[src/design/assert_macros.svh]
// assertion macros for the rtl of the three-axis conditioner
// depends on nothing; files take it by include
`ifndef ASSERT_MACROS_SVH
`define ASSERT_MACROS_SVH

// clocked check, silent while reset is held
`define ASSERT_CLKD(label, clk, rstn, prop, msg) \
    label: assert property (@(posedge clk) disable iff (!rstn) prop) else $error(msg);

// clocked check that also holds during reset
`define ASSERT_ALWAYS(label, clk, prop, msg) \
    label: assert property (@(posedge clk) prop) else $error(msg);

`endif

[src/design/mte3_pkg.sv]
// package for the three-axis median and smoothing conditioner
// constants, request codes and default parameter values; depends on nothing
package mte3_pkg;

    localparam int AXES                = 3;
    localparam int AXIS_BITS           = 2;
    localparam int DEFAULT_WINDOW_LEN  = 5;
    localparam int DEFAULT_SAMPLE_BITS = 10;

    // request codes
    localparam logic REQ_SEED   = 1'b0;
    localparam logic REQ_FILTER = 1'b1;

    // axis code with no axis behind it
    localparam logic [AXIS_BITS-1:0] AXIS_UNUSED = 2'd3;

endpackage

[src/design/median_then_ema_three_axis_core.sv]
// Three-axis sample conditioner: a per-axis median filter followed by a shift-add smoother.
// A user sees one result transaction for every input transaction on axis x, y or z,
// in order; axis code 3 is taken and dropped. Rate is one transaction per clock while
// m_ready does not stall the result channel. The path is the input register, then a
// single pass of logic that picks the median by ranking every window entry against
// every other with parallel comparators, does the shift-add and writes both the axis
// state and the result register. Since the axis state is written with the result, the next
// transaction, for any axis, sees it at once. A seed (req_type 0) fills the axis
// window with the sample, clears its write slot, loads the previous output and
// returns the sample; a filter request (req_type 1) replaces the oldest window entry,
// takes the median M and returns (prev >> 2) + 3 * (M >> 2). All windows read as
// zero after reset. Depends on mte3_pkg and assert_macros.svh.
`include "assert_macros.svh"

module median_then_ema_three_axis_core #(
    parameter int WINDOW_LEN  = mte3_pkg::DEFAULT_WINDOW_LEN,
    parameter int SAMPLE_BITS = mte3_pkg::DEFAULT_SAMPLE_BITS
) (
    input  logic                           aclk,
    input  logic                           aresetn,
    // input channel
    input  logic                           s_valid,
    output logic                           s_ready,
    input  logic                           s_req_type,
    input  logic [mte3_pkg::AXIS_BITS-1:0] s_axis,
    input  logic [SAMPLE_BITS-1:0]         s_sample,
    // result channel
    output logic                           m_valid,
    input  logic                           m_ready,
    output logic [mte3_pkg::AXIS_BITS-1:0] m_axis_out,
    output logic [SAMPLE_BITS-1:0]         m_filtered
);

    localparam int SLOT_BITS = (WINDOW_LEN > 1) ? $clog2(WINDOW_LEN) : 1;
    localparam int MED_IDX   = (WINDOW_LEN - 1) / 2;
    localparam int AXES      = mte3_pkg::AXES;

    typedef logic [SAMPLE_BITS-1:0] sample_t;
    typedef logic [SLOT_BITS-1:0]   slot_t;

    // input register stage
    logic                           in_valid_reg;
    logic                           in_req_reg;
    logic [mte3_pkg::AXIS_BITS-1:0] in_axis_reg;
    sample_t                        in_sample_reg;

    // result register stage
    logic                           m_valid_reg;
    logic [mte3_pkg::AXIS_BITS-1:0] m_axis_reg;
    sample_t                        m_filtered_reg;

    // per-axis state
    sample_t win_reg  [AXES][WINDOW_LEN];
    slot_t   slot_reg [AXES];
    sample_t prev_reg [AXES];

    // working values for the transaction in the input register
    sample_t new_win   [WINDOW_LEN];
    slot_t   slot_next;
    sample_t median;
    sample_t result_next;

    logic out_ready;
    logic fire;

    // result register frees up when empty or being taken
    assign out_ready = !m_valid_reg || m_ready;
    assign fire      = in_valid_reg && out_ready;
    assign s_ready   = !in_valid_reg || out_ready;

    assign m_valid    = m_valid_reg;
    assign m_axis_out = m_axis_reg;
    assign m_filtered = m_filtered_reg;

    // window after writing the new sample, plus the next write slot
    always_comb begin
        slot_t cur_slot;
        cur_slot = slot_reg[in_axis_reg];
        for (int k = 0; k < WINDOW_LEN; k++) begin
            if (in_req_reg == mte3_pkg::REQ_SEED || cur_slot == slot_t'(k)) begin
                new_win[k] = in_sample_reg;
            end else begin
                new_win[k] = win_reg[in_axis_reg][k];
            end
        end
        if (in_req_reg == mte3_pkg::REQ_SEED || cur_slot >= slot_t'(WINDOW_LEN - 1)) begin
            slot_next = '0;
        end else begin
            slot_next = cur_slot + slot_t'(1);
        end
    end

    // median by rank: ties broken by position so exactly one entry holds each rank
    always_comb begin
        logic [WINDOW_LEN-1:0] below [WINDOW_LEN];
        logic [WINDOW_LEN-1:0] hit;
        median = '0;
        for (int i = 0; i < WINDOW_LEN; i++) begin
            for (int j = 0; j < WINDOW_LEN; j++) begin
                below[i][j] = (new_win[j] < new_win[i]) ||
                              ((new_win[j] == new_win[i]) && (j < i));
            end
            hit[i] = (slot_t'($countones(below[i])) == slot_t'(MED_IDX));
        end
        for (int i = 0; i < WINDOW_LEN; i++) begin
            median = median | (new_win[i] & {SAMPLE_BITS{hit[i]}});
        end
    end

    // shift-add smoother, weight three quarters on the median
    always_comb begin
        logic [SAMPLE_BITS+1:0] quarter_med;
        logic [SAMPLE_BITS+1:0] sum;
        quarter_med = (SAMPLE_BITS + 2)'(median >> 2);
        sum = (SAMPLE_BITS + 2)'(prev_reg[in_axis_reg] >> 2)
            + (quarter_med << 1) + quarter_med;
        if (in_req_reg == mte3_pkg::REQ_SEED) begin
            result_next = in_sample_reg;
        end else begin
            result_next = sum[SAMPLE_BITS-1:0];
        end
    end

    // handshake control
    always_ff @(posedge aclk) begin
        if (!aresetn) begin
            in_valid_reg <= 1'b0;
            m_valid_reg  <= 1'b0;
        end else begin
            if (out_ready) begin
                m_valid_reg <= in_valid_reg;
            end
            if (s_ready) begin
                // unused axis code is taken and dropped here
                in_valid_reg <= s_valid && (s_axis != mte3_pkg::AXIS_UNUSED);
            end
        end
    end

    // payload registers
    always_ff @(posedge aclk) begin
        if (s_valid && s_ready) begin
            in_req_reg    <= s_req_type;
            in_axis_reg   <= s_axis;
            in_sample_reg <= s_sample;
        end
        if (fire) begin
            m_axis_reg     <= in_axis_reg;
            m_filtered_reg <= result_next;
        end
    end

    // axis state, written in the same cycle the transaction is processed
    always_ff @(posedge aclk) begin
        if (!aresetn) begin
            for (int a = 0; a < AXES; a++) begin
                slot_reg[a] <= '0;
                prev_reg[a] <= '0;
                for (int k = 0; k < WINDOW_LEN; k++) begin
                    win_reg[a][k] <= '0;
                end
            end
        end else if (fire) begin
            slot_reg[in_axis_reg] <= slot_next;
            prev_reg[in_axis_reg] <= result_next;
            for (int k = 0; k < WINDOW_LEN; k++) begin
                win_reg[in_axis_reg][k] <= new_win[k];
            end
        end
    end

    // a valid result never carries the unused axis code
    `ASSERT_CLKD(a_no_unused_axis, aclk, aresetn,
        m_valid_reg |-> (m_axis_reg != mte3_pkg::AXIS_UNUSED),
        "result transaction carries unused axis code")

    // write slots stay inside the window
    `ASSERT_CLKD(a_slot_in_range, aclk, aresetn,
        (slot_reg[0] < slot_t'(WINDOW_LEN)) && (slot_reg[1] < slot_t'(WINDOW_LEN)) &&
        (slot_reg[2] < slot_t'(WINDOW_LEN)),
        "window write slot out of range")

    // a seed answers with its own sample
    `ASSERT_CLKD(a_seed_echo, aclk, aresetn,
        (fire && (in_req_reg == mte3_pkg::REQ_SEED)) |=>
            (m_valid_reg && (m_filtered_reg == $past(in_sample_reg))),
        "seed result differs from seed sample")

    // a taken transaction on a real axis always enters the input stage
    `ASSERT_CLKD(a_accept_loads, aclk, aresetn,
        (s_valid && s_ready && (s_axis != mte3_pkg::AXIS_UNUSED)) |=> in_valid_reg,
        "accepted transaction lost before processing")

endmodule
[config.mk]
export PLATFORM = sky130hd
export DESIGN_NAME = median_then_ema_three_axis_core
export DESIGN_NICKNAME = d
export VERILOG_FILES = /design/src/design/mte3_pkg.sv /design/src/design/median_then_ema_three_axis_core.sv
export VERILOG_INCLUDE_DIRS = /design/src /design/src/design
export SDC_FILE = /design/constraint.sdc
export NUM_CORES = 1
export LEC_CHECK = 0
export ABC_AREA = 0
export BUFFER_PORTS_ARGS = -buffer_cell sky130_fd_sc_hd__buf_2
export CORE_ASPECT_RATIO = 1.25
export CORE_MARGIN = 3
export CORE_UTILIZATION = 60
export CTS_CLUSTER_DIAMETER = 40
export CTS_CLUSTER_SIZE = 25
export DETAILED_ROUTE_END_ITERATION = 12
export PLACE_DENSITY = 0.77
export SLEW_MARGIN = 20
export SYNTH_ARGS = -nofsm -noshare
export SYNTH_HDL_FRONTEND = slang
export SYNTH_SLANG_ARGS = --single-unit
[constraint.sdc]
create_clock -name aclk -period 10.95 [get_ports aclk]
set_clock_uncertainty 0.05 [all_clocks]
set_input_delay 0.5475 -clock aclk [delete_from_list [all_inputs] [get_ports aclk]]
set_output_delay 0.5475 -clock aclk [all_outputs]
set_load 0.005 [all_outputs]
# Yosys cells after proc, flatten, opt, wreduce, memory -nomap -nowiden
# Memories as Yosys holds them, arrays and structs flattened. A register that Yosys moved wholly into a read port is not among the register bits.
# Index checks and enable logic that the tools add are counted.
# Widths: inputs -> output; s select.
# op_classes
n_eq_ne	20
order_cmp	26
reduce_logical	27
n_addsub	23
n_mux	23
n_bitwise	10
# ops
operator	count
$lt 10x10->1	25
$eq 10x10->1	10
$mux 10	7
$and 10x10->10	5
$mux 50	1
$reduce_or 50->1	1
$or 10x10->10	4
$eq 3x2->1 const B	7
$add 1x1->2	10
$logic_or 1x1->1	18
$add 2x2->3	5
$add 3x1->3	5
$mux 2	6
$add 10x8->10	1
$add 8x9->10	1
$reduce_or 10->1	1
$mux 1	7
$mux 3	2
$add 3x1->3 const B	1
$eq 3x1->1 const B	1
$eq 3x3->1 const B	1
$ge 3x3->1 const B	1
$logic_and 1x1->1	3
$logic_not 3->1	1
4 further kinds	5
# word_totals
n_memories	3
ff_bits	27
out_inout_bits	14
mem_bits_rw	189
input_bits	17
elab_cells	139
# memory_table
memory	words	width	read_ports	rd_ports_with_merged_regs	wr	line	source
win_reg	3	50	1	1	3	median_then_ema_three_axis_core.sv:53	sample_t win_reg [AXES][WINDOW_LEN];
prev_reg	3	10	1	1	3	median_then_ema_three_axis_core.sv:55	sample_t prev_reg [AXES];
slot_reg	3	3	1	1	3	median_then_ema_three_axis_core.sv:54	slot_t slot_reg [AXES];

# Depth between registers and ports, before layout
# depth
word_depth	18
mapped_depth	43
ltp_nobuf	38

# Least setup slack after synthesis
# OpenSTA, ideal clock, no wires.
# synth_path
path_kind	reg-to-reg
startpoint	register with a tool-made name
endpoint	register m_filtered_reg[7], in the netlist m_filtered[7] (data pin)
setup_time_ps	266
t_required_ps	10634
path_buffers	5
synth_period_minus_slack_ps	8868
stages_incl_launch_ff	40
t_arrival_ps	8552
path_slack_ps	2082
cell_sequence	dfxtp_1 > buf_6 > buf_2 > buf_2 > buf_2 > mux4_2 > ha_1 > ha_1 > nor2_1 > buf_4 > mux2i_1 > ha_1 > nor2b_1 > o21a_1 > o21a_1 > o21a_1 > o21ai_0 > a21oi_1 > (+4 left out) > ha_1 > nand2_1 > nor2_1 > or4_1 > inv_1 > fa_1 > inv_1 > ha_1 > inv_1 > fa_1 > nor2b_1 > o21ai_0 > a21boi_0 > o21ai_0 > a21oi_1 > nor3_1 > a21oi_1 > inv_1
# synth_rtl
item	line	source
end signal: assignment	median_then_ema_three_axis_core.sv:149	m_filtered_reg <= result_next;
end: declaration	median_then_ema_three_axis_core.sv:50	sample_t m_filtered_reg;

==> out/qor.csv <==
metric,value,unit
status,completed,
Placed Area,15400,sq um
Mean Syn Cell Area,13.3,sq um
initial core utilization,0.616,
"Clk Latency, worst-skew pair",0.56,ns
max_cap viols,0,
Syn Std Cell Area,14800,sq um
CTS Buffer Depth,3,
critical path's slowest cell,mux2i_1,
sequential share of the synthesized area,0.552,
CP arrival,9.46,ns
final setup TNS,0,ns
Synth async-reset ratio,0,
RD Place Congestion,0.934,
P_sw,1.47,mW
Core Footprint,24000,sq um
Synthesized Nets,1260,
row count,63,
clock sinks,273,
Total Routing Usage GR,0.271,
Worst Path Required,11.17,ns
unrepaired setup endpoints after global routing,false,
Crit path buffers/inverters,5,
Post-synth EDFFs,269,
Net Sw Frac,0.371,
sequential power share,0.329,
Root Buffer,clkbuf_16,
DIE AREA,26500,sq um
initial antenna violation count,0,
hold_buf cts,0,
PwrDens,243,nW/um^2
startpoint type of the worst setup path,flip-flop,
DRC,0,
Synth cell types,59,
"slowest stage delay, CP",0.99,ns
"CP delay by family, top",compound AO/OA/AOI/OAI gates,
"Slew Viols, Final",0,
Top Ports,31,
post-synth top area cell,edfxtp_1,
Buffers on Ports,30,
Power Internal,2.49,mW
LEAKAGE,6.67,nW
Slew HR,0.249,
synth cell count leaders,"edfxtp_1, nor2_1, ha_1, inv_1, mux4_2",
post-layout min period,9.24,ns
DRT Wirelength,35800,microns
grt ovf,0,
cts repair resizes,0,
number of global-route vias before repair,9813,
Hold Path Class,in2reg,
"Net count, final",1308,
CTS tree,done,
post-DR vias/cell,6.29,
clock slew at reported path FFs,0.07,ns
antenna cells,0,
Least-Margin Pin Slew,1.10,ns
Synth warnings,0,
critical path type,reg2reg,
Logic pwr share,0.427,
Routed Antenna Nets,0,
part of the cycle the worst path needs,0.843,
total CTS buffers,28,
Layout area overhead,10.5,%
Final Instance Area,16300,sq um
largest net degree at the start of global routing,65,
Max VDD drop,0.195,mV
chip height,181,microns
Post-Synthesis Cells,1114,
ys flop type,edfxtp_1,
number of synthesized register bits,273,
DP Wirelength,24000,microns
"count leader, synth",edfxtp_1,
via count,9491,
largest cells by area after synthesis,"edfxtp_1, ha_1, mux4_2",
routed length per instance,23.7,microns
Final Hold Fails,0,
Pre-Repair DR Iteration Count,5,
Worst Path Max Fanout,17,
final setup violating endpoints,0,
Initial DRC Count,654,
max reg flops,200,
setup repair bufs after CTS,0,
top cell type's share of synthesized area,0.547,
Worst setup EP type,flip-flop,
part of the power in the clock network,0.244,
first-pass GRT wire length,55300,microns
layout cells sized above 1,0.165,
f_max,0.108,GHz
H-tree depth,1,
Die W,146,microns
[power by group through the flow]
stage	registers [mW]	clock network [mW]	logic, mW
2_1_floorplan	1.31	0	1.26
5_1_grt	1.31	1.02	1.90
4_1_cts	1.30	0.974	1.67
6_report	1.30	0.967	1.69
3_3_place_gp	1.32	0	1.60
3_5_place_dp	1.32	0	1.64
[metrics by stage]
stage	hold WS [ns]	util	cells	power (mW)	worst slack, ns
global placement	0.431	0.641	1457	2.92	1.95
global route	0.103	0.681	1509	4.22	1.17
floorplan	0.405	-	1114	2.57	2.08
finish	0.112	0.681	1509	3.96	1.71
CTS	0.0969	0.681	1509	3.95	1.82
detailed placement	0.426	0.641	1457	2.97	1.85
[final cells by class]
type	count	area (sq um)
tap	325	407
clock buffer	31	722
fill	1694	7640
timing repair buffer	61	383
sequential	273	8160
multi-input combinational	711	6090
inverter	87	328
clock inverter	21	234
[kinds of logic (layout without fill, tap and decap cells)]
family          count (synthesis)  in the layout  synth area share
simple gates                  330            330            0.0952
flops                         273            273             0.552
fa+ha+maj                     133            133             0.119
buf+inv                       130            200            0.0372
compound gates                121            121            0.0539
mux                           117            117             0.137
xor+xnor                       10             10           0.00593
[per-layer routing]
metal	global-route usage	up-vias	share of wire	routed length [microns]
li1	-	4251	-	-
met1	0.341	4760	0.38	13700
met2	0.470	379	0.50	18100
met3	0.0364	101	0.064	2300
met4	0.123	0	0.049	1750
met5	0	-	0	0
[worst paths after layout]
check | startpoint | to | slack (ns) | depth (start not counted)
worst max-delay path | in_req_reg$_DFFE_PP_ | prev_reg[0][7]$_SDFFCE_PN0P_ | 1.71 | 32
worst min-delay path | s_sample[2] | in_sample_reg[2]$_DFFE_PP_ | 0.11 | 1
worst max register to register | in_req_reg$_DFFE_PP_ | prev_reg[0][7]$_SDFFCE_PN0P_ | 1.71 | 32
worst min register to register | in_valid_reg$_SDFFE_PN0N_ | m_valid$_SDFFE_PN0P_ | 0.45 | 1
[placed cells by master, fill, tap and decap left out, types with 4 or more instances in the layout]
cell       Yosys  layout
edfxtp_1     269     269
nand2_1       35      30
nor2_1       222     221
clkbuf_16      0      28
nand3b_1       4       4
mux2i_2        5       5
nand3_1       14      14
o21a_1        17      17
ha_1         116     116
o21ai_0       11      11
nor2b_1       13      13
mux2i_1       43      43
a21o_1        16      16
nand2_2        0       5
mux2i_4        4       4
nor3_1        11      11
inv_1         84      84
a21oi_1       33      32
fa_1          13      13
or3_1         10       9
xnor2_1        7       7
buf_4          1      31
mux4_2        58      58
buf_2          8      30
mux2_2         4       4
o22ai_1       15      15
inv_6          0       5
nand4_1       11      11
[worst reg2reg max path: cells and delay by family, from the launching register on]
| family | cells | cell delay, ns |
|---|---|---|
| simple gates | 6 | 1.20 |
| mux | 1 | 0.99 |
| fa+ha+maj | 7 | 2.30 |
| flops | 1 | 0.66 |
| buf+inv | 5 | 0.85 |
| compound gates | 13 | 2.90 |
Power figures use the tool's default switching activity.
